--- config.mk ---
export PLATFORM = sky130hd
export DESIGN_NAME = vlmm_judge
export DESIGN_NICKNAME = d
export VERILOG_FILES = /design/src/rtl/assert_macros.svh /design/src/rtl/vlmm_pkg.sv /design/src/rtl/vlmm_judge.sv
export SDC_FILE = /design/constraint.sdc
export NUM_CORES = 1
export LEC_CHECK = 0
export CAP_MARGIN = 10
export CELL_PAD_IN_SITES_DETAIL_PLACEMENT = 1
export CELL_PAD_IN_SITES_GLOBAL_PLACEMENT = 1
export CORE_AREA = 2 2 190 192
export DETAILED_ROUTE_END_ITERATION = 10
export DIE_AREA = 0 0 192 194
export DONT_BUFFER_PORTS = 1
export HOLD_SLACK_MARGIN = 0.12
export PLACE_DENSITY_LB_ADDON = 0.1
export REMOVE_ABC_BUFFERS = 1
export SYNTH_ARGS = -nofsm -noshare
export SYNTH_HDL_FRONTEND = slang
export SYNTH_SLANG_ARGS = --single-unit
--- constraint.sdc ---
create_clock -name clk -period 9.35 [get_ports clk]
set_clock_uncertainty 0.1 [all_clocks]
set_input_delay 2.805 -clock clk [delete_from_list [all_inputs] [get_ports clk]]
set_output_delay 2.805 -clock clk [all_outputs]
set_load 0.1 [all_outputs]
--- src/rtl/assert_macros.svh ---
// ----------------------------------------------------------------------------
// Assertion macros
// Shared concurrent assertion forms, sampled on clk and disabled in reset.
// ----------------------------------------------------------------------------
`ifndef ASSERT_MACROS_SVH
`define ASSERT_MACROS_SVH

// Combinational implication checked at every edge.
`define VLMM_ASSERT_IMP(label, cond, prop, msg) \
  label: assert property (@(posedge clk) disable iff (!rst_n) (cond) |-> (prop)) \
    else $error(msg);

// Next-cycle implication.
`define VLMM_ASSERT_NXT(label, cond, prop, msg) \
  label: assert property (@(posedge clk) disable iff (!rst_n) (cond) |=> (prop)) \
    else $error(msg);

`endif

--- src/rtl/vlmm_pkg.sv ---
// ----------------------------------------------------------------------------
// vlmm_pkg
// Types, sizes and register codes for the 3-D local maxima mask.
// ----------------------------------------------------------------------------
`default_nettype none

package vlmm_pkg;

  localparam int MAX_WIDTH   = 128;
  localparam int MAX_HEIGHT  = 128;
  localparam int MAX_DEPTH   = 1024;

  // configuration field widths
  localparam int CFG_W_BITS  = 8;
  localparam int CFG_H_BITS  = 8;
  localparam int CFG_D_BITS  = 11;

  // coordinate and dimension widths
  localparam int XW          = $clog2(MAX_WIDTH);
  localparam int YW          = $clog2(MAX_HEIGHT);
  localparam int ZW          = $clog2(MAX_DEPTH);
  localparam int WDW         = $clog2(MAX_WIDTH + 1);
  localparam int HDW         = $clog2(MAX_HEIGHT + 1);
  localparam int DDW         = $clog2(MAX_DEPTH + 1);

  // plane ring and lookahead
  localparam int PLANE_DEPTH = MAX_WIDTH * MAX_HEIGHT;
  localparam int PAW         = $clog2(PLANE_DEPTH);
  localparam int PSW         = $clog2(PLANE_DEPTH + 1);
  localparam int LW          = $clog2(PLANE_DEPTH + MAX_WIDTH + 3);

  localparam int VOX_BITS    = 16;

  // register map
  localparam int PADDR_BITS  = 4;
  localparam logic [1:0] REG_WIDTH  = 2'd0;
  localparam logic [1:0] REG_HEIGHT = 2'd1;
  localparam logic [1:0] REG_DEPTH  = 2'd2;

  typedef logic signed [VOX_BITS-1:0] voxel_t;

  typedef struct packed {
    voxel_t distance;
    logic   flush;
  } in_word_t;

  typedef struct packed {
    logic is_seed;
    logic last_voxel;
  } out_word_t;

  typedef struct packed {
    logic [WDW-1:0] w;
    logic [HDW-1:0] h;
    logic [DDW-1:0] d;
  } dims_t;

  typedef struct packed {
    logic          push;
    logic          emit;
    logic          last;
    logic [XW-1:0] cx;
    logic [YW-1:0] cy;
    logic [ZW-1:0] cz;
  } meta_t;

  typedef struct packed {
    meta_t          meta;
    voxel_t         val;
    logic [PAW-1:0] pptr;
    logic [XW-1:0]  lptr;
  } stage_t;

  // window taps: [plane][line][voxel], index 0 is the newest
  typedef voxel_t [2:0][2:0][2:0] win_t;

endpackage

`default_nettype wire

--- src/rtl/vlmm_judge.sv ---
// ----------------------------------------------------------------------------
// vlmm_judge
// Neighbour comparison with volume edge masking, and the result register.
// ----------------------------------------------------------------------------
`default_nettype none

module vlmm_judge import vlmm_pkg::*; (
  input  logic      clk,
  input  logic      rst_n,
  input  logic      en,
  input  dims_t     dims,
  input  meta_t     meta5,
  input  win_t      win,
  output logic      out_valid,
  output out_word_t out_data
);

  logic      xlo, xhi, ylo, yhi, zlo, zhi;
  logic      okx, oky, okz, beat, seed;
  voxel_t    c;
  logic      out_valid_r;
  out_word_t out_data_r;

  always_comb begin
    xlo  = (meta5.cx != '0);
    xhi  = (WDW'(meta5.cx) != dims.w - WDW'(1));
    ylo  = (meta5.cy != '0);
    yhi  = (HDW'(meta5.cy) != dims.h - HDW'(1));
    zlo  = (meta5.cz != '0);
    zhi  = (DDW'(meta5.cz) != dims.d - DDW'(1));
    c    = win[1][1][1];
    beat = 1'b0;
    okx  = 1'b0;
    oky  = 1'b0;
    okz  = 1'b0;
    // tap index 0 is one step ahead, index 2 one step behind
    for (int i = 0; i < 3; i++) begin
      for (int j = 0; j < 3; j++) begin
        for (int k = 0; k < 3; k++) begin
          okz = (i == 0) ? zhi : ((i == 2) ? zlo : 1'b1);
          oky = (j == 0) ? yhi : ((j == 2) ? ylo : 1'b1);
          okx = (k == 0) ? xhi : ((k == 2) ? xlo : 1'b1);
          if (!(i == 1 && j == 1 && k == 1) && okz && oky && okx &&
              ($signed(win[i][j][k]) > $signed(c))) begin
            beat = 1'b1;
          end
        end
      end
    end
    seed = ($signed(c) > $signed(voxel_t'(0))) && !beat;
  end

  always_ff @(posedge clk) begin
    if (!rst_n) begin
      out_valid_r <= 1'b0;
    end else if (en) begin
      out_valid_r <= meta5.push && meta5.emit;
    end
  end

  always_ff @(posedge clk) begin
    if (en && meta5.push && meta5.emit) begin
      out_data_r.is_seed    <= seed;
      out_data_r.last_voxel <= meta5.last;
    end
  end

  assign out_valid = out_valid_r;
  assign out_data  = out_data_r;

endmodule

`default_nettype wire

* After elaboration in Yosys (flattened, before gate mapping)
Index checks and enable logic that the tools add are counted.
** Word-level totals
- Bits in registers :: 3
- Input port bits :: 489
- Output and inout bits :: 3
- Logic and storage cells :: 116
** Operators by class
- $add $sub $neg :: 3
- $lt $le $gt $ge :: 27
- Eq/ne operators :: 3
- Multiplexer cells :: 26
- Reduce and logical (&&, ||, !) cells :: 54
** Operators with widths (number)
- 16-bit greater-than comparator :: 26
- 1-bit logical AND :: 50
- 1-bit 2-to-1 mux :: 26
- 16-bit by 1-bit greater-than comparator with 1-bit output (second input constant) :: 1
- 7-bit by 8-bit != test with 1-bit output :: 2
- 8-bit by 1-bit subtractor with 8-bit output (second input constant) :: 2
- 7-bit nonzero test :: 2
- 10-bit by 11-bit != test with 1-bit output :: 1
- 11-bit by 1-bit subtractor with 11-bit output (second input constant) :: 1
- 10-bit nonzero test :: 1
- 1-bit zero test :: 1

* Logic depth before layout (Yosys ltp)
Gate-level depths: netlist of run 1.
- Depth in word-level cells :: 33
- Gate-level depth with buffers :: 11

* Least setup slack after synthesis of run 1
OpenSTA, ideal clock, no wires.
- Path kind :: input to register
- From :: in win[217] in the netlist's numbering
- To :: reg out_data_r (netlist bit out_data[1]) (data pin)
- Library setup time :: 0.190 ns
- Data arrival time :: 5.443 ns
- Required time :: 9.060 ns
- Path slack :: 3.617 ns
- Stages :: 10
- Cell sequence :: inv_1 -> ha_1 -> a21o_1 -> nand3_1 -> a21oi_1 -> or4b_2 -> mux2_2 -> a211oi_2 -> o211ai_1 -> a2111oi_2
** On the way
- Longest elaborated chain between the ends :: 30
- Elaborated cells on any way between the ends :: 81
** RTL lines
- from (decl) :: RTL line vlmm_judge.sv:13 : input win_t win,
- 16-bit greater-than comparator :: RTL line vlmm_judge.sv:44 : ($signed(win[i][j][k]) > $signed(c))) begin
- 1-bit logical AND :: RTL line vlmm_judge.sv:43 : if (!(i == 1 && j == 1 && k == 1) && okz && oky && okx &&
- 1-bit 2-to-1 mux (26 in series) :: RTL line vlmm_judge.sv:43
- 1-bit zero test :: RTL line vlmm_judge.sv:50 : seed = ($signed(c) > $signed(voxel_t'(0))) && !beat;
- 1-bit logical AND (*) :: RTL line vlmm_judge.sv:50
- via seed :: RTL line vlmm_judge.sv:19 : logic okx, oky, okz, beat, seed;
- to (decl) :: RTL line vlmm_judge.sv:22 : out_word_t out_data_r;
Mark *: on every way through the listed nets, which the timed path passes. The rest lies on a longest branch.
A chain may end at the register's enable or synchronous reset.

* Worst setup path after layout of run 1
- From :: in win[215] in the netlist's numbering
- To :: reg out_data_r (netlist bit out_data[1]) (data pin)
The elaborated chain is that of the path after synthesis.

==> flow_summary.yaml, run 1 <==
global_route:
  antenna_found_initial: 9
  grt_max_degree: 28
  gr-usage-all-layers_pct: 25.56
  grt.overflow.total: 0
  grt_pass1_vias: 11210
  grt_pass1_wl_mm: 70.93
routing:
  avgRoutedWirePerCell_um: 27.75
  routed_wl_mm: 49.32
  drc: 0
  vias: 10660
  post_drt_via_cell_ratio: 5.998
  drtIter0Drc: 309
  postRouteAntennaNets: 0
  dr.pass1.iters: 4
cts:
  htreeDepth: 1
  clk_pin_slew_worst_paths_ns: 0.04
  post_cts_resized: 0
  root_buffer: "clkbuf_16"
  insertion_delay_ns: 0.24
  post_cts_buffers: 0
  cts_buffers: 3
  cts.sink_count: 3
  cts_tree: "yes"
  cts.hold.buffers_added: 0
  clock_path_buffers: 2
yosys:
  synth_seq_area_share_pct: 0.7554
  synth-seq-cells: 3
  async_reset_ff_share_pct: 0
  synth_top_area_cell: "ha_1"
  netlist_instances: 1291
  synth_warnings: 0
  synthTopCellsByArea: "ha_1 49%, a21oi_1 6.6%, nand4_1 4.6%"
  yosysMostFrequentCell: "ha_1"
  synth_edf_count: 2
  ys_top_cells_by_count: "419 x ha_1, 139 x a21oi_1, 82 x nand2_1, 78 x nand4_1, 70 x inv_1"
  synth.distinct_cells: 79
  synth_top_area_share_pct: 49.46
  syn_area_um2: 10600
  synth_ff_type: "edfxtp_1"
  avgSynthCellArea_um2: 8.211
timing:
  slew_viol_final: 0
  worstMarginPinSlew_ns: 1.118
  fin_crit_sh_pct: 64.43
  clock.fmax_mhz: 166.0
  timing.setup.tns_ns: 0
  setup_viol: 0
  hold_viol: 0
  slew_headroom_pct: 24.94
  post-route-min-period_ns: 6.024
  rsz0062_at_grt: "no"
floorplan:
  dieArea_um2: 37250
  start_util_pct: 30.09
  ios: 492
  dieHeight_um: 194
  core-area_um2: 35220
  num_rows: 69
  die_x_um: 192
placed_design:
  gp_congestion: 0.8715
  portBuffers: 0
  dp_hpwl_mm: 40.39
  place_area_um2: 11280
worst_setup_path:
  rrSetupSlack_ns: 7.90
  required_ns: 9.29
  crit_path_cell_trace: "inv_2 -> buf_4 -> ha_1 -> a21oi_1 -> o21ai_0 -> o2bb2ai_1 -> or4_1 -> mux2i_1 -> a211oi_2 -> o211ai_1 -> a2111oi_2"
  crit_path_end_kind: "flop"
  crit_type: "input port to flop"
  r2r.worst_path.cells: 2
  r2r-end: "out_valid"
  r2r-start: "out_valid"
  crit_start: "win[215]"
  slowest_stage: "or4_1"
  crit_arrival_ns: 5.96
  cpPeakStageDelay_ns: 0.53
  start_kind: "input port"
  endpoint: "out_data[1]"
  crit_fanout: 17
finish:
  area_delta_synth_final_pct: 7.365
  fillers: 4217
  final_nets: 2217
  utilization_pct: 32.31
  layout-drive-gt1-share_pct: 4.511
  design_area_um2: 11380
worst_hold_path:
  hold_path.class: "flop to flop"
flow_run:
  maxCapViolations: 0
outcome:
  status: "complete, no violations"
power_and_ir_drop:
  vdd_drop_max_mv: 0.04143
  power.density_nw_per_um2: 50.16
  leakagePower_nw: 5.333
## layer usage
metal / global-route usage [%] / part of all wire, %
met2: 45.94 / 49
met1: 29.29 / 40
met5: 0 / 0.049
met4: 7.718 / 2.9
met3: 6.733 / 8.1
## state kept, by name, indices dropped and copies added, names as in the netlist
register   cells
out_data       2
out_valid      1
## cell type report
cell class / count / area [um2] / share of cell area [%]
inverters: 70 / 262.8 / 2.309
flip-flops and latches: 3 / 80.08 / 0.7036
well taps: 461 / 576.8 / 5.068
diodes: 8 / 20.02 / 0.1759
clock buffers: 4 / 78.83 / 0.6926
repair buffers: 15 / 112.6 / 0.9894
multi-input cells: 1216 / 10250 / 90.06
## cells by family after synthesis
| group | count (synthesis) | synth area share (%) |
|---|---|---|
| compound gates | 372 | 23.19 |
| xor+xnor | 29 | 2.396 |
| fa+ha+maj | 419 | 49.46 |
| buf+inv | 72 | 2.550 |
| flops | 3 | 0.7555 |
| mux | 12 | 1.180 |
| simple gates | 384 | 20.47 |
## report_power, final
part           switching [mW]  leakage (nW)  total [mW]  internal [mW]
clock network          0.0171        0.0382      0.0739         0.0568
registers             0.00430        0.0249      0.0191         0.0148
logic                   0.274          5.27       0.478          0.203
total                   0.296          5.33       0.571          0.275
## cell usage in the layout, fill, tap and decap left out, drive strengths merged, types with 22 or more instances in the layout
| cell | netlist | final |
|---|---|---|
| nor3 | 24 | 24 |
| nand3 | 40 | 40 |
| o21ai | 47 | 47 |
| ha | 419 | 419 |
| nor2 | 44 | 44 |
| a21o | 41 | 41 |
| inv | 70 | 69 |
| a21oi | 140 | 140 |
| a211oi | 22 | 22 |
| nand4 | 78 | 78 |
| nor2b | 25 | 25 |
| nand2 | 82 | 82 |
| nor4 | 26 | 26 |
| o211ai | 26 | 26 |
## worst max-delay path, delay by kind of cell
family,cells,cell delay [ns]
simple gates,1,0.53
buf+inv,2,0.80
compound gates,6,1.31
fa+ha+maj,1,0.30
mux,1,0.20
## worst min path at each step
stage,start,to,slack [ns],depth (start not counted)
floorplan,out_valid,out_valid,1.0,2
global placement,out_valid,out_valid,1.01,2
detailed placement,out_valid,out_valid,1.03,2
CTS,out_valid,out_valid,1.04,2
global route,out_valid,out_valid,1.06,2
finish,out_valid,out_valid,1.04,2
## per-stage QoR
| step | instances | setup WS (ns) | hold WS (ns) | power, mW |
|---|---|---|---|---|
| after CTS | 1769 | 3.259 | 1.039 | 0.5774 |
| after detailed placement | 1765 | 3.022 | 1.033 | 0.4996 |
| final | 1777 | 3.326 | 1.038 | 0.5708 |
| after floorplan | 1289 | 3.617 | 0.9952 | 0.3633 |
| after global routing | 1777 | 3.056 | 1.063 | 0.6497 |
| after global placement | 1765 | 3.101 | 1.010 | 0.4871 |
(Power assumes the default switching activity.)
==> run 2: changes to the inputs <==
--- a/config.mk
+++ b/config.mk
@@ -5,12 +5,13 @@
 export SDC_FILE = /design/constraint.sdc
 export NUM_CORES = 1
 export LEC_CHECK = 0
+export ABC_AREA = 1
 export CAP_MARGIN = 10
 export CELL_PAD_IN_SITES_DETAIL_PLACEMENT = 1
 export CELL_PAD_IN_SITES_GLOBAL_PLACEMENT = 1
-export CORE_AREA = 2 2 190 192
+export CORE_AREA = 2 2 192 194
 export DETAILED_ROUTE_END_ITERATION = 10
-export DIE_AREA = 0 0 192 194
+export DIE_AREA = 0 0 194 196
 export DONT_BUFFER_PORTS = 1
 export HOLD_SLACK_MARGIN = 0.12
 export PLACE_DENSITY_LB_ADDON = 0.1
==> constraint.sdc (replaced) <==
create_clock -name clk -period 5.6 [get_ports clk]
set_clock_uncertainty 0.1 [all_clocks]
set_input_delay 1.68 -clock clk [delete_from_list [all_inputs] [get_ports clk]]
set_output_delay 1.68 -clock clk [all_outputs]
set_load 0.1 [all_outputs]
==> run 2 against run 1 <==
  * Final cell count rose by 27%
  * Setup slack got worse by 1.8 ns
  * Global-route usage down 0.23 points
  * Area after synthesis is 6.2% higher
  * Non-clock buffer count is 5 higher
  * Critical path depth rose by 5
  * Critical path type unchanged
  * First-iteration DRC count fell by 11%
  * Combinational power up 79%
  * Synthesized cell count up 36%
  * Wire length is 0.89% higher
  * Highest routed layer unchanged
  * Sequential power increased by 67%
  * Total power grew 76%
==> flow_summary.yaml, run 2 <==
timing:
  timing.setup.tns_ns: 0
  hold_viol: 0
  slew_headroom_pct: 34.26
  rsz0062_at_grt: "no"
  setup_viol: 0
  worstMarginPinSlew_ns: 0.9882
  fin_crit_sh_pct: 73.58
  clock.fmax_mhz: 242.7
  holdWs_ns: 0.8415
  slew_viol_final: 0
  post-route-min-period_ns: 4.120
  fin_ws_ns: 1.480
yosys:
  ys_top_cells_by_count: "468 x nand2_1, 419 x ha_1, 223 x inv_1, 179 x a21oi_1, 154 x nor2_1"
  synthTopCellsByArea: "ha_1 47%, nand2_1 16%, a21oi_1 8.0%"
  synth_edf_count: 2
  synth.distinct_cells: 32
  synth_seq_area_share_pct: 0.7116
  async_reset_ff_share_pct: 0
  synth_warnings: 0
  synth_top_area_cell: "ha_1"
  synth_ff_type: "edfxtp_1"
  yosysMostFrequentCell: "nand2_1"
  netlist_instances: 1760
  synth-seq-cells: 3
  synth_top_area_share_pct: 46.59
  syn_area_um2: 11250
  avgSynthCellArea_um2: 6.394
global_route:
  antenna_found_initial: 8
  grt_max_degree: 28
  grt_pass1_vias: 12610
  grt_pass1_wl_mm: 73.13
  gr-usage-all-layers_pct: 25.33
  grt.overflow.total: 0
worst_setup_path:
  start_kind: "input port"
  crit_path_cell_trace: "clkinv_1 -> buf_4 -> ha_1 -> nand3_1 -> nor2_1 -> nand2_1 -> nand3_1 -> nand2_1 -> nand2_1 -> inv_1 -> nor2_1 -> nor2_1 -> nor2_1 -> nor2_1 -> nor2_1 -> nor2_1"
  path_common_cell: "nor2_1"
  path_buf_inv: 3
  crit_arrival_ns: 4.00
  cpPeakStageDelay_ns: 0.46
  required_ns: 5.48
  crit_fanout: 17
  slowest_stage: "buf_4"
  crit_family: "simple AND/OR/NAND/NOR gates"
  crit_path_end_kind: "flop"
  crit_type: "input port to flop"
floorplan:
  dieArea_um2: 38020
  ios: 492
  dieHeight_um: 196
  core-area_um2: 36080
  start_util_pct: 31.19
  num_rows: 70
  die_x_um: 194
cts:
  insertion_delay_ns: 0.22
  cts.hold.buffers_added: 0
  post_cts_resized: 0
  cts_tree: "yes"
  post_cts_buffers: 0
  htreeDepth: 1
  root_buffer: "clkbuf_16"
  cts.sink_count: 3
  clock_path_buffers: 2
  clk_pin_slew_worst_paths_ns: 0.04
  cts_buffers: 3
routing:
  drc: 0
  post_drt_via_cell_ratio: 5.289
  avgRoutedWirePerCell_um: 22.05
  postRouteAntennaNets: 0
  vias: 11930
  routed_wl_mm: 49.75
  drtIter0Drc: 275
  dr.pass1.iters: 4
flow_run:
  maxCapViolations: 0
finish:
  area_delta_synth_final_pct: 7.327
  final_nets: 2693
  final_common_cell: "nand2_1"
  mostFrequentLayoutCells: "468 x nand2_1, 419 x ha_1, 208 x inv_1, 179 x a21oi_1, 154 x nor2_1"
  largest_register_ffs: 2
  layout-drive-gt1-share_pct: 3.139
  fillers: 4737
placed_design:
  gp_congestion: 0.8533
  dp_hpwl_mm: 41.75
  portBuffers: 0
  post-place-ws_ns: 1.139
power_and_ir_drop:
  power.density_nw_per_um2: 83.17
  leakagePower_nw: 6.861
  vdd_drop_max_mv: 0.05273
outcome:
  status: "complete, no violations"
worst_hold_path:
  hold_path.class: "flop to flop"
==> run 2: changes by cell type after synthesis, sizes merged, moves of 39 or more <==
cell and change:
nand4 -40, nand3 +69, nand2 +388, inv +158
a21oi +39, nor2 +118
==> run 2: metrics by stage <==
stage	area [um2]	instances	power, mW	util [%]
after floorplan	11250	1760	0.6548	-
after global placement	11990	2248	0.8637	33.22
after detailed placement	11990	2248	0.8951	33.22
after CTS	12070	2252	1.021	33.44
after global routing	12080	2256	1.168	33.47
final	12080	2256	1.005	33.47
==> run 2: report_power, final <==
part | switching, mW | internal, mW
sequential | 0.00715 | 0.0247
combinational | 0.520 | 0.334
clock | 0.0239 | 0.0944
==> run 2: logic make-up (layout without fill, tap and decap cells) <==
| family | Yosys count | count (layout) | share of synthesized area (%) |
|---|---|---|---|
| flops | 3 | 3 | 0.7116 |
| xor+xnor | 22 | 22 | 1.712 |
| buf+inv | 228 | 252 | 7.605 |
| simple gates | 813 | 813 | 30.25 |
| other cells | 0 | 4 | 0 |
| fa+ha+maj | 419 | 419 | 46.59 |
| compound gates | 275 | 275 | 13.13 |
==> run 2: per-layer routing <==
layer,global-route usage (%),vias to the layer above,share of wire (%)
li1,-,6072,-
met1,27.84,5431,39
met2,47.87,345,51
met3,6.137,76,7.1
met4,7.492,8,3.0
met5,0,-,0.11
==> run 2: layout make-up <==
type	count	area, um2	area share [%]
Tap cell	468	585.6	4.848
Sequential cell	3	80.08	0.6630
Inverter	228	855.8	7.086
Timing Repair Buffer	20	150.1	1.243
Antenna cell	4	10.01	0.08288
Multi-Input combinational cell	1529	10320	85.42
Clock buffer	4	78.83	0.6526
==> run 2: path summary, 6_finish.rpt <==
path                                start     endpoint  slack [ns]  cells past startpoint
worst max-delay path             win[212]  out_data[1]        1.48                     16
worst min-delay path            out_valid    out_valid        0.84                      2
worst max register to register  out_valid    out_valid        4.18                      2
worst min register to register  out_valid    out_valid        0.84                      2
==> run 2: worst reg2reg max path: cells and delay by family, from the launching register on <==
| family | cells | cell delay, ns |
|---|---|---|
| DFF | 1 | 0.94 |
| AOI/OAI and AO/OA | 1 | 0.18 |
| and+or+nand+nor | 1 | 0.11 |
