File: config.mk
export PLATFORM = sky130hd
export DESIGN_NAME = vlmm_ctrl
export DESIGN_NICKNAME = d
export VERILOG_FILES = /design/src/rtl/assert_macros.svh /design/src/rtl/vlmm_pkg.sv /design/src/rtl/vlmm_ctrl.sv
export SDC_FILE = /design/constraint.sdc
export NUM_CORES = 1
export LEC_CHECK = 0
export ABC_CLOCK_PERIOD_IN_PS = 11170
export BUFFER_PORTS_ARGS = -buffer_cell sky130_fd_sc_hd__buf_2
export CORE_UTILIZATION = 25
export CTS_CLUSTER_SIZE = 20
export DETAILED_ROUTE_END_ITERATION = 10
export PLACE_DENSITY = 0.49
export SLEW_MARGIN = 20
export SYNTH_ARGS = -nofsm -noshare
export SYNTH_HDL_FRONTEND = slang
export SYNTH_SLANG_ARGS = --single-unit
File: constraint.sdc
create_clock -name clk -period 11.17 [get_ports clk]
set_clock_uncertainty 0.05 [all_clocks]
set_input_delay 0.5585 -clock clk [delete_from_list [all_inputs] [get_ports clk]]
set_output_delay 0.5585 -clock clk [all_outputs]
set_load 0.1 [all_outputs]
File: src/rtl/assert_macros.svh
// ----------------------------------------------------------------------------
// Assertion macros
// Shared concurrent assertion forms, sampled on clk and disabled in reset.
// ----------------------------------------------------------------------------
`ifndef ASSERT_MACROS_SVH
`define ASSERT_MACROS_SVH

// Combinational implication checked at every edge.
`define VLMM_ASSERT_IMP(label, cond, prop, msg) \
  label: assert property (@(posedge clk) disable iff (!rst_n) (cond) |-> (prop)) \
    else $error(msg);

// Next-cycle implication.
`define VLMM_ASSERT_NXT(label, cond, prop, msg) \
  label: assert property (@(posedge clk) disable iff (!rst_n) (cond) |=> (prop)) \
    else $error(msg);

`endif

File: src/rtl/vlmm_pkg.sv
// ----------------------------------------------------------------------------
// vlmm_pkg
// Types, sizes and register codes for the 3-D local maxima mask.
// ----------------------------------------------------------------------------
`default_nettype none

package vlmm_pkg;

  localparam int MAX_WIDTH   = 128;
  localparam int MAX_HEIGHT  = 128;
  localparam int MAX_DEPTH   = 1024;

  // configuration field widths
  localparam int CFG_W_BITS  = 8;
  localparam int CFG_H_BITS  = 8;
  localparam int CFG_D_BITS  = 11;

  // coordinate and dimension widths
  localparam int XW          = $clog2(MAX_WIDTH);
  localparam int YW          = $clog2(MAX_HEIGHT);
  localparam int ZW          = $clog2(MAX_DEPTH);
  localparam int WDW         = $clog2(MAX_WIDTH + 1);
  localparam int HDW         = $clog2(MAX_HEIGHT + 1);
  localparam int DDW         = $clog2(MAX_DEPTH + 1);

  // plane ring and lookahead
  localparam int PLANE_DEPTH = MAX_WIDTH * MAX_HEIGHT;
  localparam int PAW         = $clog2(PLANE_DEPTH);
  localparam int PSW         = $clog2(PLANE_DEPTH + 1);
  localparam int LW          = $clog2(PLANE_DEPTH + MAX_WIDTH + 3);

  localparam int VOX_BITS    = 16;

  // register map
  localparam int PADDR_BITS  = 4;
  localparam logic [1:0] REG_WIDTH  = 2'd0;
  localparam logic [1:0] REG_HEIGHT = 2'd1;
  localparam logic [1:0] REG_DEPTH  = 2'd2;

  typedef logic signed [VOX_BITS-1:0] voxel_t;

  typedef struct packed {
    voxel_t distance;
    logic   flush;
  } in_word_t;

  typedef struct packed {
    logic is_seed;
    logic last_voxel;
  } out_word_t;

  typedef struct packed {
    logic [WDW-1:0] w;
    logic [HDW-1:0] h;
    logic [DDW-1:0] d;
  } dims_t;

  typedef struct packed {
    logic          push;
    logic          emit;
    logic          last;
    logic [XW-1:0] cx;
    logic [YW-1:0] cy;
    logic [ZW-1:0] cz;
  } meta_t;

  typedef struct packed {
    meta_t          meta;
    voxel_t         val;
    logic [PAW-1:0] pptr;
    logic [XW-1:0]  lptr;
  } stage_t;

  // window taps: [plane][line][voxel], index 0 is the newest
  typedef voxel_t [2:0][2:0][2:0] win_t;

endpackage

`default_nettype wire

File: src/rtl/vlmm_ctrl.sv
// ----------------------------------------------------------------------------
// vlmm_ctrl
// Input position, pending count, mark position and ring pointers.
// ----------------------------------------------------------------------------
`default_nettype none

module vlmm_ctrl import vlmm_pkg::*; (
  input  logic     clk,
  input  logic     rst_n,
  input  logic     en,
  input  logic     restart,
  input  dims_t    dims,
  input  logic     in_valid,
  input  in_word_t in_data,
  output logic     in_ready,
  output logic     fill_busy,
  output stage_t   s1
);

  logic [XW-1:0]  x_r, x_nxt, ox_r, ox_nxt;
  logic [YW-1:0]  y_r, y_nxt, oy_r, oy_nxt;
  logic [ZW-1:0]  z_r, z_nxt, oz_r, oz_nxt;
  logic [LW-1:0]  pend_r, pend_nxt;
  logic [LW-1:0]  fill_r, fill_nxt;
  logic [PAW-1:0] pptr_r, pptr_nxt;
  logic [XW-1:0]  lptr_r, lptr_nxt;
  stage_t         s1_r, s1_nxt;

  logic [PSW-1:0] plane_sz;
  logic [LW-1:0]  look;
  logic [LW:0]    pend_inc;
  logic           acc, complete, filling;
  logic           push_vox, push_drain, push_fill, push, emit;
  logic           x_end, y_end, z_end, ox_end, oy_end, oz_end, vol_done;

  always_comb begin
    plane_sz = PSW'(PSW'(dims.w) * PSW'(dims.h));
    look     = LW'(plane_sz) + LW'(dims.w) + LW'(1);
    filling  = (fill_r != '0);
    in_ready = en && !filling;
    acc      = in_valid && in_ready;
    complete = (pend_r != '0) && (x_r == '0) && (y_r == '0) && (z_r == '0);

    push_vox   = acc && !in_data.flush && !complete;
    push_drain = acc && complete;
    push_fill  = en && filling;
    push       = push_vox || push_drain || push_fill;
    pend_inc   = {1'b0, pend_r} + (LW+1)'(1);
    emit       = push_drain || (push_vox && (pend_inc > {1'b0, look}));

    x_end  = (WDW'(x_r) == dims.w - WDW'(1));
    y_end  = (HDW'(y_r) == dims.h - HDW'(1));
    z_end  = (DDW'(z_r) == dims.d - DDW'(1));
    ox_end = (WDW'(ox_r) == dims.w - WDW'(1));
    oy_end = (HDW'(oy_r) == dims.h - HDW'(1));
    oz_end = (DDW'(oz_r) == dims.d - DDW'(1));
    vol_done = push_vox && x_end && y_end && z_end;

    x_nxt = x_r;
    y_nxt = y_r;
    z_nxt = z_r;
    if (push_vox) begin
      x_nxt = x_end ? '0 : x_r + XW'(1);
      if (x_end) begin
        y_nxt = y_end ? '0 : y_r + YW'(1);
        if (y_end) begin
          z_nxt = z_end ? '0 : z_r + ZW'(1);
        end
      end
    end

    ox_nxt = ox_r;
    oy_nxt = oy_r;
    oz_nxt = oz_r;
    if (emit) begin
      ox_nxt = ox_end ? '0 : ox_r + XW'(1);
      if (ox_end) begin
        oy_nxt = oy_end ? '0 : oy_r + YW'(1);
        if (oy_end) begin
          oz_nxt = oz_end ? '0 : oz_r + ZW'(1);
        end
      end
    end

    pend_nxt = pend_r;
    if (push_vox && !emit) begin
      pend_nxt = pend_r + LW'(1);
    end else if (push_drain) begin
      pend_nxt = pend_r - LW'(1);
    end

    // small volume: pad the window so the first mark sits at its centre
    fill_nxt = fill_r;
    if (vol_done) begin
      fill_nxt = look - pend_nxt;
    end else if (push_fill) begin
      fill_nxt = fill_r - LW'(1);
    end

    pptr_nxt = pptr_r;
    lptr_nxt = lptr_r;
    if (push) begin
      pptr_nxt = (PSW'(pptr_r) == plane_sz - PSW'(1)) ? '0 : pptr_r + PAW'(1);
      lptr_nxt = (WDW'(lptr_r) == dims.w - WDW'(1)) ? '0 : lptr_r + XW'(1);
    end

    s1_nxt.meta.push = push;
    s1_nxt.meta.emit = emit;
    s1_nxt.meta.last = ox_end && oy_end && oz_end;
    s1_nxt.meta.cx   = ox_r;
    s1_nxt.meta.cy   = oy_r;
    s1_nxt.meta.cz   = oz_r;
    s1_nxt.val       = push_vox ? in_data.distance : '0;
    s1_nxt.pptr      = pptr_r;
    s1_nxt.lptr      = lptr_r;
  end

  always_ff @(posedge clk) begin
    if (!rst_n || restart) begin
      x_r    <= '0;
      y_r    <= '0;
      z_r    <= '0;
      ox_r   <= '0;
      oy_r   <= '0;
      oz_r   <= '0;
      pend_r <= '0;
      fill_r <= '0;
      pptr_r <= '0;
      lptr_r <= '0;
    end else begin
      x_r    <= x_nxt;
      y_r    <= y_nxt;
      z_r    <= z_nxt;
      ox_r   <= ox_nxt;
      oy_r   <= oy_nxt;
      oz_r   <= oz_nxt;
      pend_r <= pend_nxt;
      fill_r <= fill_nxt;
      pptr_r <= pptr_nxt;
      lptr_r <= lptr_nxt;
    end
  end

  always_ff @(posedge clk) begin
    if (!rst_n) begin
      s1_r.meta <= '0;
    end else if (en) begin
      s1_r.meta <= s1_nxt.meta;
    end
    if (en) begin
      s1_r.val  <= s1_nxt.val;
      s1_r.pptr <= s1_nxt.pptr;
      s1_r.lptr <= s1_nxt.lptr;
    end
  end

  assign s1        = s1_r;
  assign fill_busy = filling;

endmodule

`default_nettype wire

; ---- Word level (Yosys, flattened, before mapping)
; Cells that the tools add are included.
[op_classes]
n_reduce_logical = 35
eq_ne = 8
muxes = 12
n_lt_le_gt_ge = 1
add_sub_neg = 19
n_mul = 1
[op_table]
columns = cell, count
row1 = $mux W15, 4
row2 = $sub A15 B1 Y15 const B, 3
row3 = $eq A7 B8 Y1, 5
row4 = $add A7 B1 Y7 const B, 5
row5 = $mux W7, 5
row6 = $add A15 B1 Y15 const B, 2
row7 = $reduce_bool A15 Y1, 2
row8 = $eq A10 B11 Y1, 2
row9 = $add A10 B1 Y10 const B, 2
row10 = $mux W10, 2
row11 = $add A15 B1 Y16 const B, 1
row12 = $gt A16 B15 Y1, 1
row13 = $logic_and A1 B1 Y1, 16
row14 = $sub A8 B1 Y8 const B, 2
row15 = $add A15 B8 Y15, 1
row16 = $eq A14 B15 Y1, 1
row17 = $mul A8 B8 Y15, 1
row18 = $sub A15 B15 Y15, 1
row19 = $add A14 B1 Y14 const B, 1
row20 = $logic_not A7 Y1, 2
row21 = $mux W14, 1
row22 = $sub A11 B1 Y11 const B, 1
row23 = $logic_not A10 Y1, 1
row24 = $reduce_and A3 Y1, 2
row25 = 4 further kinds, 12
[word_totals]
out_inout_bits = 66
regBits = 163
inputBits = 49

; ---- Depth between registers and ports, before layout
; Gate-level depths: netlist of run 1.
[logic_depth]
depth_word = 13
mapped_depth = 44

; ---- Worst setup path after synthesis of run 1
; Ideal clock, no wire load.
[synth_timing]
path_kind = in2reg
startpoint = input dims[19] in the netlist's numbering
endpoint = register fill_r[13]
setup_ns = 0.117
path_stages = 40
slack_ns = 1.611
n_path_buf = 4
required_time_ns = 11.003
arrival_ns = 9.392
path_cell_list = clkbuf_1 > clkbuf_1 > nand2_1 > fa_1 > fa_1 > inv_1 > fa_1 > inv_1 > fa_1 > inv_1 > ha_1 > buf_2 > and3_1 > a2111o_1 > o21ai_0 > nand2_1 > a21oi_1 > nand3_1 > [... 4 more ...] > o2bb2ai_1 > a211o_1 > a21oi_1 > nand2_1 > clkbuf_1 > mux2i_1 > o21a_1 > ha_1 > nor2b_1 > o21a_1 > o21ai_0 > a21oi_1 > o21a_1 > a21boi_0 > a2111o_1 > o41ai_2 > mux2i_1 > nor2_1
[synth_via]
elab_chain_len = 11
word_cells_on_any_way = 17
[synth_lines]
columns = element, line_no
row1 = from (decl), vlmm_ctrl.sv:12  ; input dims_t dims,
row2 = $mul A8 B8 Y15, vlmm_ctrl.sv:37  ; plane_sz = PSW'(PSW'(dims.w) * PSW'(dims.h));
row3 = $add A15 B8 Y15, vlmm_ctrl.sv:38  ; look = LW'(plane_sz) + LW'(dims.w) + LW'(1);
row4 = $add A15 B1 Y15, vlmm_ctrl.sv:38
row5 = $gt A16 B15 Y1, vlmm_ctrl.sv:49  ; emit = push_drain || (push_vox && (pend_inc > {1'b0, look}));
row6 = $logic_and A1 B1 Y1, vlmm_ctrl.sv:49
row7 = $logic_or A1 B1 Y1, vlmm_ctrl.sv:49
row8 = $logic_not A1 Y1, vlmm_ctrl.sv:86  ; if (push_vox && !emit) begin
row9 = $logic_and A1 B1 Y1, vlmm_ctrl.sv:86
row10 = $mux W15, vlmm_ctrl.sv:86
row11 = $sub A15 B15 Y15, vlmm_ctrl.sv:95  ; fill_nxt = look - pend_nxt;
row12 = $mux W15, vlmm_ctrl.sv:94  ; if (vol_done) begin
row13 = to (signal assigned), vlmm_ctrl.sv:138  ; fill_r <= fill_nxt;
row14 = to (decl), vlmm_ctrl.sv:24  ; logic [LW-1:0] fill_r, fill_nxt;
; Several ways; a longest one is shown, not always the timed one.
; A chain may end at the register's enable or synchronous reset.

; ---- Final worst setup path of run 1
[layout_timing]
startpoint = input dims[19] in the netlist's numbering
endpoint = register fill_r[14]
; The elaborated chain is that of the path after synthesis.

==> results_dict.tcl, run 1 <==
set metrics [dict create \
    async_flop_share 0 \
    clk_pin_slew_worst_paths_ns 0.07 \
    place_inst 2173 \
    final_antenna_net_count 0 \
    finalCritPeriodShare 0.887 \
    worstSetupEndpointType "flip-flop" \
    worstMarginPinSlew_ns 1.07 \
    cp-start-kind "input port" \
    cts_root_buf "clkbuf_16" \
    dp_hpwl_um 27400 \
    cp.required_ns 11.52 \
    routed_wl_um 35300 \
    setup.worst_path.class "in2reg" \
    period_needed_ns 9.91 \
    routabilityCongestion 0.891 \
    crit_slowest_cell "fa_1" \
    grt_overflow 0 \
    die_x_um 228 \
    avgSynthCellArea_um2 8.84 \
    synthMuxAreaShare 0.0252 \
    syn-instance-count 1439 \
    num_antenna_cells 0 \
    first_pass_iters 5 \
    postPlaceCellArea_um2 14000 \
    slowest_delay_ns 0.55 \
    cts_setup_buffers 0 \
    fin_util 0.290 \
    vias 10300 \
    post_cts_resized 0 \
    powerDensity_nw_per_um2 245 \
    portBuffers 114 \
    rsz0062_at_grt "no" \
    synth_top_family_by_area "simple AND/OR/NAND/NOR gates" \
    initial_core_util 0.253 \
    setup_violations 0 \
    r2r_start "pend_r[3]" \
    ios 115 \
    fp.dieH_um 228 \
    cts_hold_buffers 0 \
    ir_drop_uv 169 \
    drc_errors 0 \
    hold_slack_ns 0.306 \
    startpoint "dims[19]" \
    drt_iter0_markers 569 \
    synth_xor_area_frac 0.158 \
    arrival_ns 10.27 \
    drive_gt1_frac 0.121 \
    grt_pass1_wl_um 55700 \
    core_area_um2 50200 \
    grt_pass1_vias 10000 \
    dieArea_um2 51800 \
    power_leakage_nw 6.04 \
    synth_fp_nets 1612 \
    slew_violations 0 \
    cp_num_buf_inv 5 \
    final_common_cell "nor2_1" \
    crit_path_max_fanout 17 \
    tns_ns 0 \
    grt_max_degree 47 \
    cts_buffers 17 \
    hp-start "in_data[13]" \
    hp-class "in2reg" \
    max-clock-path-buffers 2 \
    cts_tree "built" \
    cp_top_family "compound AO/OA/AOI/OAI gates" \
    syn2layout_area_growth_pct 14.4 \
    slew_headroom 0.271 \
    stdcell_area_um2 14500 \
    synthFlopType "dfxtp_1" \
    final_nets 1693 \
    viasPerCell 4.66 \
    wl_per_cell_um 16.0 \
    synth_compound_gate_area_share 0.0969 \
    fmax_ghz 0.101 \
    synth_edf_count 37 \
    ys_types 81 \
    finalNonFillerCells 2205 \
    htree_levels 4 \
    ys_ff_latch 163 \
    timing.final.hold_violations 0 \
    synthAdderAreaFrac 0.146 \
    fp-row-count 82 \
    cap_violations 0 \
    antenna_found_initial 0 \
    final_cell_mix "nor2_1, dfxtp_1, buf_2" \
    grtUsageTotal 0.142 \
    insertion_delay_ns 0.49 \
    cts.sinks 163 \
    synth-simple-area-share 0.241 \
    synth_area_um2 12700 \
    yosysSeqAreaShare 0.286 \
    outcome "finished clean" \
    yosysWarnings 0 \
]
[power by group]
part / total (mW) / internal (mW) / switching (mW)
combinational: 2.28 / 0.852 / 1.43
sequential: 0.669 / 0.636 / 0.0332
clock: 0.613 / 0.316 / 0.297
total: 3.57 / 1.80 / 1.76
[final timing paths]
kind	endpoint	slack, ns	cells after the start
hold / removal	s1[33]	0.31	2
setup / recovery	fill_r[14]	1.26	38
hold reg to reg	s1[61]	0.45	2
setup reg to reg	fill_r[14]	4.80	28
[cells in the mapped netlist (all sizes together), types with 3 or more instances]
library cell / n / share of area
xor2: 86 / 0.059
fa: 37 / 0.058
edfxtp: 37 / 0.087
nand3: 41 / 0.016
o21ai: 37 / 0.016
nor3: 49 / 0.020
nand2: 99 / 0.029
clkbuf: 52 / 0.015
xnor3: 12 / 0.021
nor2b: 35 / 0.017
or2: 11 / 0.0054
inv: 97 / 0.029
a21oi: 49 / 0.020
mux2i: 32 / 0.025
and4: 3 / 0.0021
a31oi: 7 / 0.0034
a211oi: 7 / 0.0049
nor2: 133 / 0.040
maj3: 3 / 0.0024
xnor2: 110 / 0.076
a21o: 8 / 0.0047
o2111ai: 3 / 0.0021
ha: 87 / 0.086
o22ai: 4 / 0.0020
o32ai: 4 / 0.0028
nand4: 31 / 0.016
a211o: 6 / 0.0041
nor4: 23 / 0.013
buf: 6 / 0.0026
and2: 73 / 0.036
and3: 15 / 0.0074
or4b: 4 / 0.0034
o21a: 13 / 0.0077
a41oi: 3 / 0.0021
nand2b: 7 / 0.0034
dfxtp: 126 / 0.20
a21boi: 4 / 0.0024
a221oi: 4 / 0.0028
o211ai: 6 / 0.0035
nor3b: 7 / 0.0050
or4: 14 / 0.0092
or3: 25 / 0.012
a311oi: 3 / 0.0021
[per-layer routing]
layer / global-route usage / up-vias / routed length, µm
li1: - / 5125 / -
met1: 0.193 / 4923 / 17000
met2: 0.225 / 202 / 16200
met3: 0.0237 / 34 / 1360
met4: 0.0528 / 0 / 759
met5: 0 / - / 0
[final cells by class]
type	count	area (µm²)
sequential	163	3630
clock inverter	15	169
timing repair buffer	120	618
tap	672	841
inverter	97	364
fill	5342	35600
multi-input combinational	1121	8490
clock buffer	17	425
[sequential cells by signal, indices dropped and copies added, names as in the netlist]
signal,flops
pptr_r,14
z_r,10
s1,64
y_r,7
x_r,7
pend_r,15
ox_r,7
oz_r,10
oy_r,7
fill_r,15
lptr_r,7
[stage by stage]
stage | setup slack, ns | power [mW]
6_report | 1.26 | 3.57
5_1_grt | 0.747 | 3.86
4_1_cts | 1.35 | 3.60
3_5_place_dp | 0.869 | 2.96
3_3_place_gp | 1.07 | 2.94
2_1_floorplan | 1.61 | 2.44
[cell families after synthesis]
group                      Yosys count
and+or+nand+nor                    577
adders and majority gates          127
muxes                               32
xor gates and xnor gates           209
buffers and inverters              155
AOI/OAI and AO/OA                  176
DFF                                163
Note: power is estimated with default switching activity, not from simulation.
==> run 2, diff against run 1 <==
--- a/config.mk
+++ b/config.mk
@@ -5,7 +5,7 @@
 export SDC_FILE = /design/constraint.sdc
 export NUM_CORES = 1
 export LEC_CHECK = 0
-export ABC_CLOCK_PERIOD_IN_PS = 11170
+export ABC_CLOCK_PERIOD_IN_PS = 11700
 export BUFFER_PORTS_ARGS = -buffer_cell sky130_fd_sc_hd__buf_2
 export CORE_UTILIZATION = 25
 export CTS_CLUSTER_SIZE = 20
==> constraint.sdc (replaced) <==
create_clock -name clk -period 11.7 [get_ports clk]
set_clock_uncertainty 0.05 [all_clocks]
set_input_delay 0.585 -clock clk [delete_from_list [all_inputs] [get_ports clk]]
set_output_delay 0.585 -clock clk [all_outputs]
set_load 0.1 [all_outputs]
==> results_dict.tcl, run 2 (synthesis results as in run 1) <==
set metrics [dict create \
    wl_per_cell_um 16.2 \
    pwr-share-comb 0.642 \
    cts_root_buf "clkbuf_16" \
    drc_errors 0 \
    post_cts_resized 0 \
    routabilityCongestion 0.890 \
    cp.required_ns 12.06 \
    cap_violations 0 \
    powerDensity_nw_per_um2 235 \
    cts_tree "built" \
    largest_reg_flops 64 \
    slew_headroom 0.386 \
    wl_met2_um 16300 \
    initial_core_util 0.253 \
    regArea_um2 3630 \
    final_nets 1692 \
    pwr-share-clk 0.171 \
    crit_slowest_cell "fa_1" \
    drt_iter0_markers 714 \
    syn2layout_area_growth_pct 14.3 \
    final_antenna_net_count 0 \
    rr_endpoint "fill_r[14]" \
    hp-start "in_data[4]" \
    slew_violations 0 \
    viasPerCell 4.66 \
    multi_input_area_um2 8500 \
    r2r_start "pend_r[3]" \
    vias 10300 \
    fmax_ghz 0.0979 \
    portBuffers 114 \
    grtUsageTotal 0.143 \
    fillers 5324 \
    grt_overflow 0 \
    hold_slack_ns 0.333 \
    dieArea_um2 51800 \
    r2r_cells 27 \
    ir_drop_uv 171 \
    outcome "finished clean" \
    final_cell_mix "nor2_1, dfxtp_1, buf_2" \
    setup_ws_ns 1.49 \
    ios 115 \
    cp_num_buf_inv 4 \
    worstMarginPinSlew_ns 0.919 \
    routed_wl_um 35600 \
    drive_gt1_frac 0.120 \
    finalCritPeriodShare 0.873 \
    insertion_delay_ns 0.48 \
    setup.worst_path.class "in2reg" \
    setup_violations 0 \
    cts_setup_buffers 0 \
    fp-row-count 82 \
    dp_hpwl_um 27500 \
    dr.max_layer_used "met4" \
    die_x_um 228 \
    grt_max_degree 47 \
    final_common_cell "nor2_1" \
    num_antenna_cells 0 \
    period_needed_ns 10.22 \
    wl_met1_um 17200 \
    worstSetupEndpointType "flip-flop" \
    max-clock-path-buffers 2 \
    htree_levels 4 \
    rrSetupSlack_ns 5.06 \
    hp-class "in2reg" \
    slowest_delay_ns 0.54 \
    fp.dieH_um 228 \
    internal-power_mw 1.73 \
    pwr-share-seq 0.187 \
    cp_top_family "compound AO/OA/AOI/OAI gates" \
    pre_cts_ws_ns 1.10 \
    timing.final.hold_violations 0 \
    cts_buffers 17 \
    first_pass_iters 5 \
    hold-path-endpoint "s1[24]" \
    swShare 0.493 \
    holdPathStages 2 \
    power_switching_mw 1.68 \
    clk_pin_slew_worst_paths_ns 0.07 \
    tns_ns 0 \
    cts.sinks 163 \
    core_area_um2 50200 \
    grt_pass1_vias 10100 \
    power_leakage_nw 6.04 \
    route.met3.wl_um 1480 \
    arrival_ns 10.58 \
    antenna_found_initial 0 \
    fin_util 0.290 \
    crit_path_max_fanout 17 \
    cts_hold_buffers 0 \
    rsz0062_at_grt "no" \
    cp-start-kind "input port" \
    grt_pass1_wl_um 56100 \
]
-- run 2: layout make-up --
cell class,instances,share of cell area
Clock buffer,18,0.0310
Tap cell,672,0.0578
Multi-Input combinational cell,1121,0.584
Sequential cell,163,0.250
Timing Repair Buffer,119,0.0420
Clock inverter,13,0.00973
Inverter,97,0.0250
-- run 2: through the flow --
step / power (mW) / instances / cell area, µm²
after floorplan: 2.33 / 1439 / 12700
after CTS: 3.45 / 2203 / 14500
final: 3.42 / 2203 / 14500
after global placement: 2.81 / 2172 / 13900
after detailed placement: 2.83 / 2172 / 13900
after global routing: 3.71 / 2203 / 14500
-- run 2: worst max path at each step --
stage,start,end,cells past startpoint
after floorplan,dims[19],fill_r[13],40
after global placement,dims[19],fill_r[14],37
after detailed placement,dims[19],fill_r[14],37
after CTS,dims[19],fill_r[14],37
after global routing,dims[19],fill_r[14],37
final,dims[19],fill_r[14],37
-- run 2: metal layers --
metal,track usage,vias up
met5,0,-
met4,0.0515,0
met3,0.0247,31
met2,0.226,216
met1,0.195,4905
li1,-,5118
-- run 2: power groups by stage --
stage / clock (mW) / sequential (mW) / combinational (mW)
finish: 0.585 / 0.639 / 2.19
global route: 0.631 / 0.644 / 2.43
CTS: 0.613 / 0.638 / 2.20
detailed placement: 0 / 0.651 / 2.18
global placement: 0 / 0.651 / 2.15
floorplan: 0 / 0.713 / 1.62
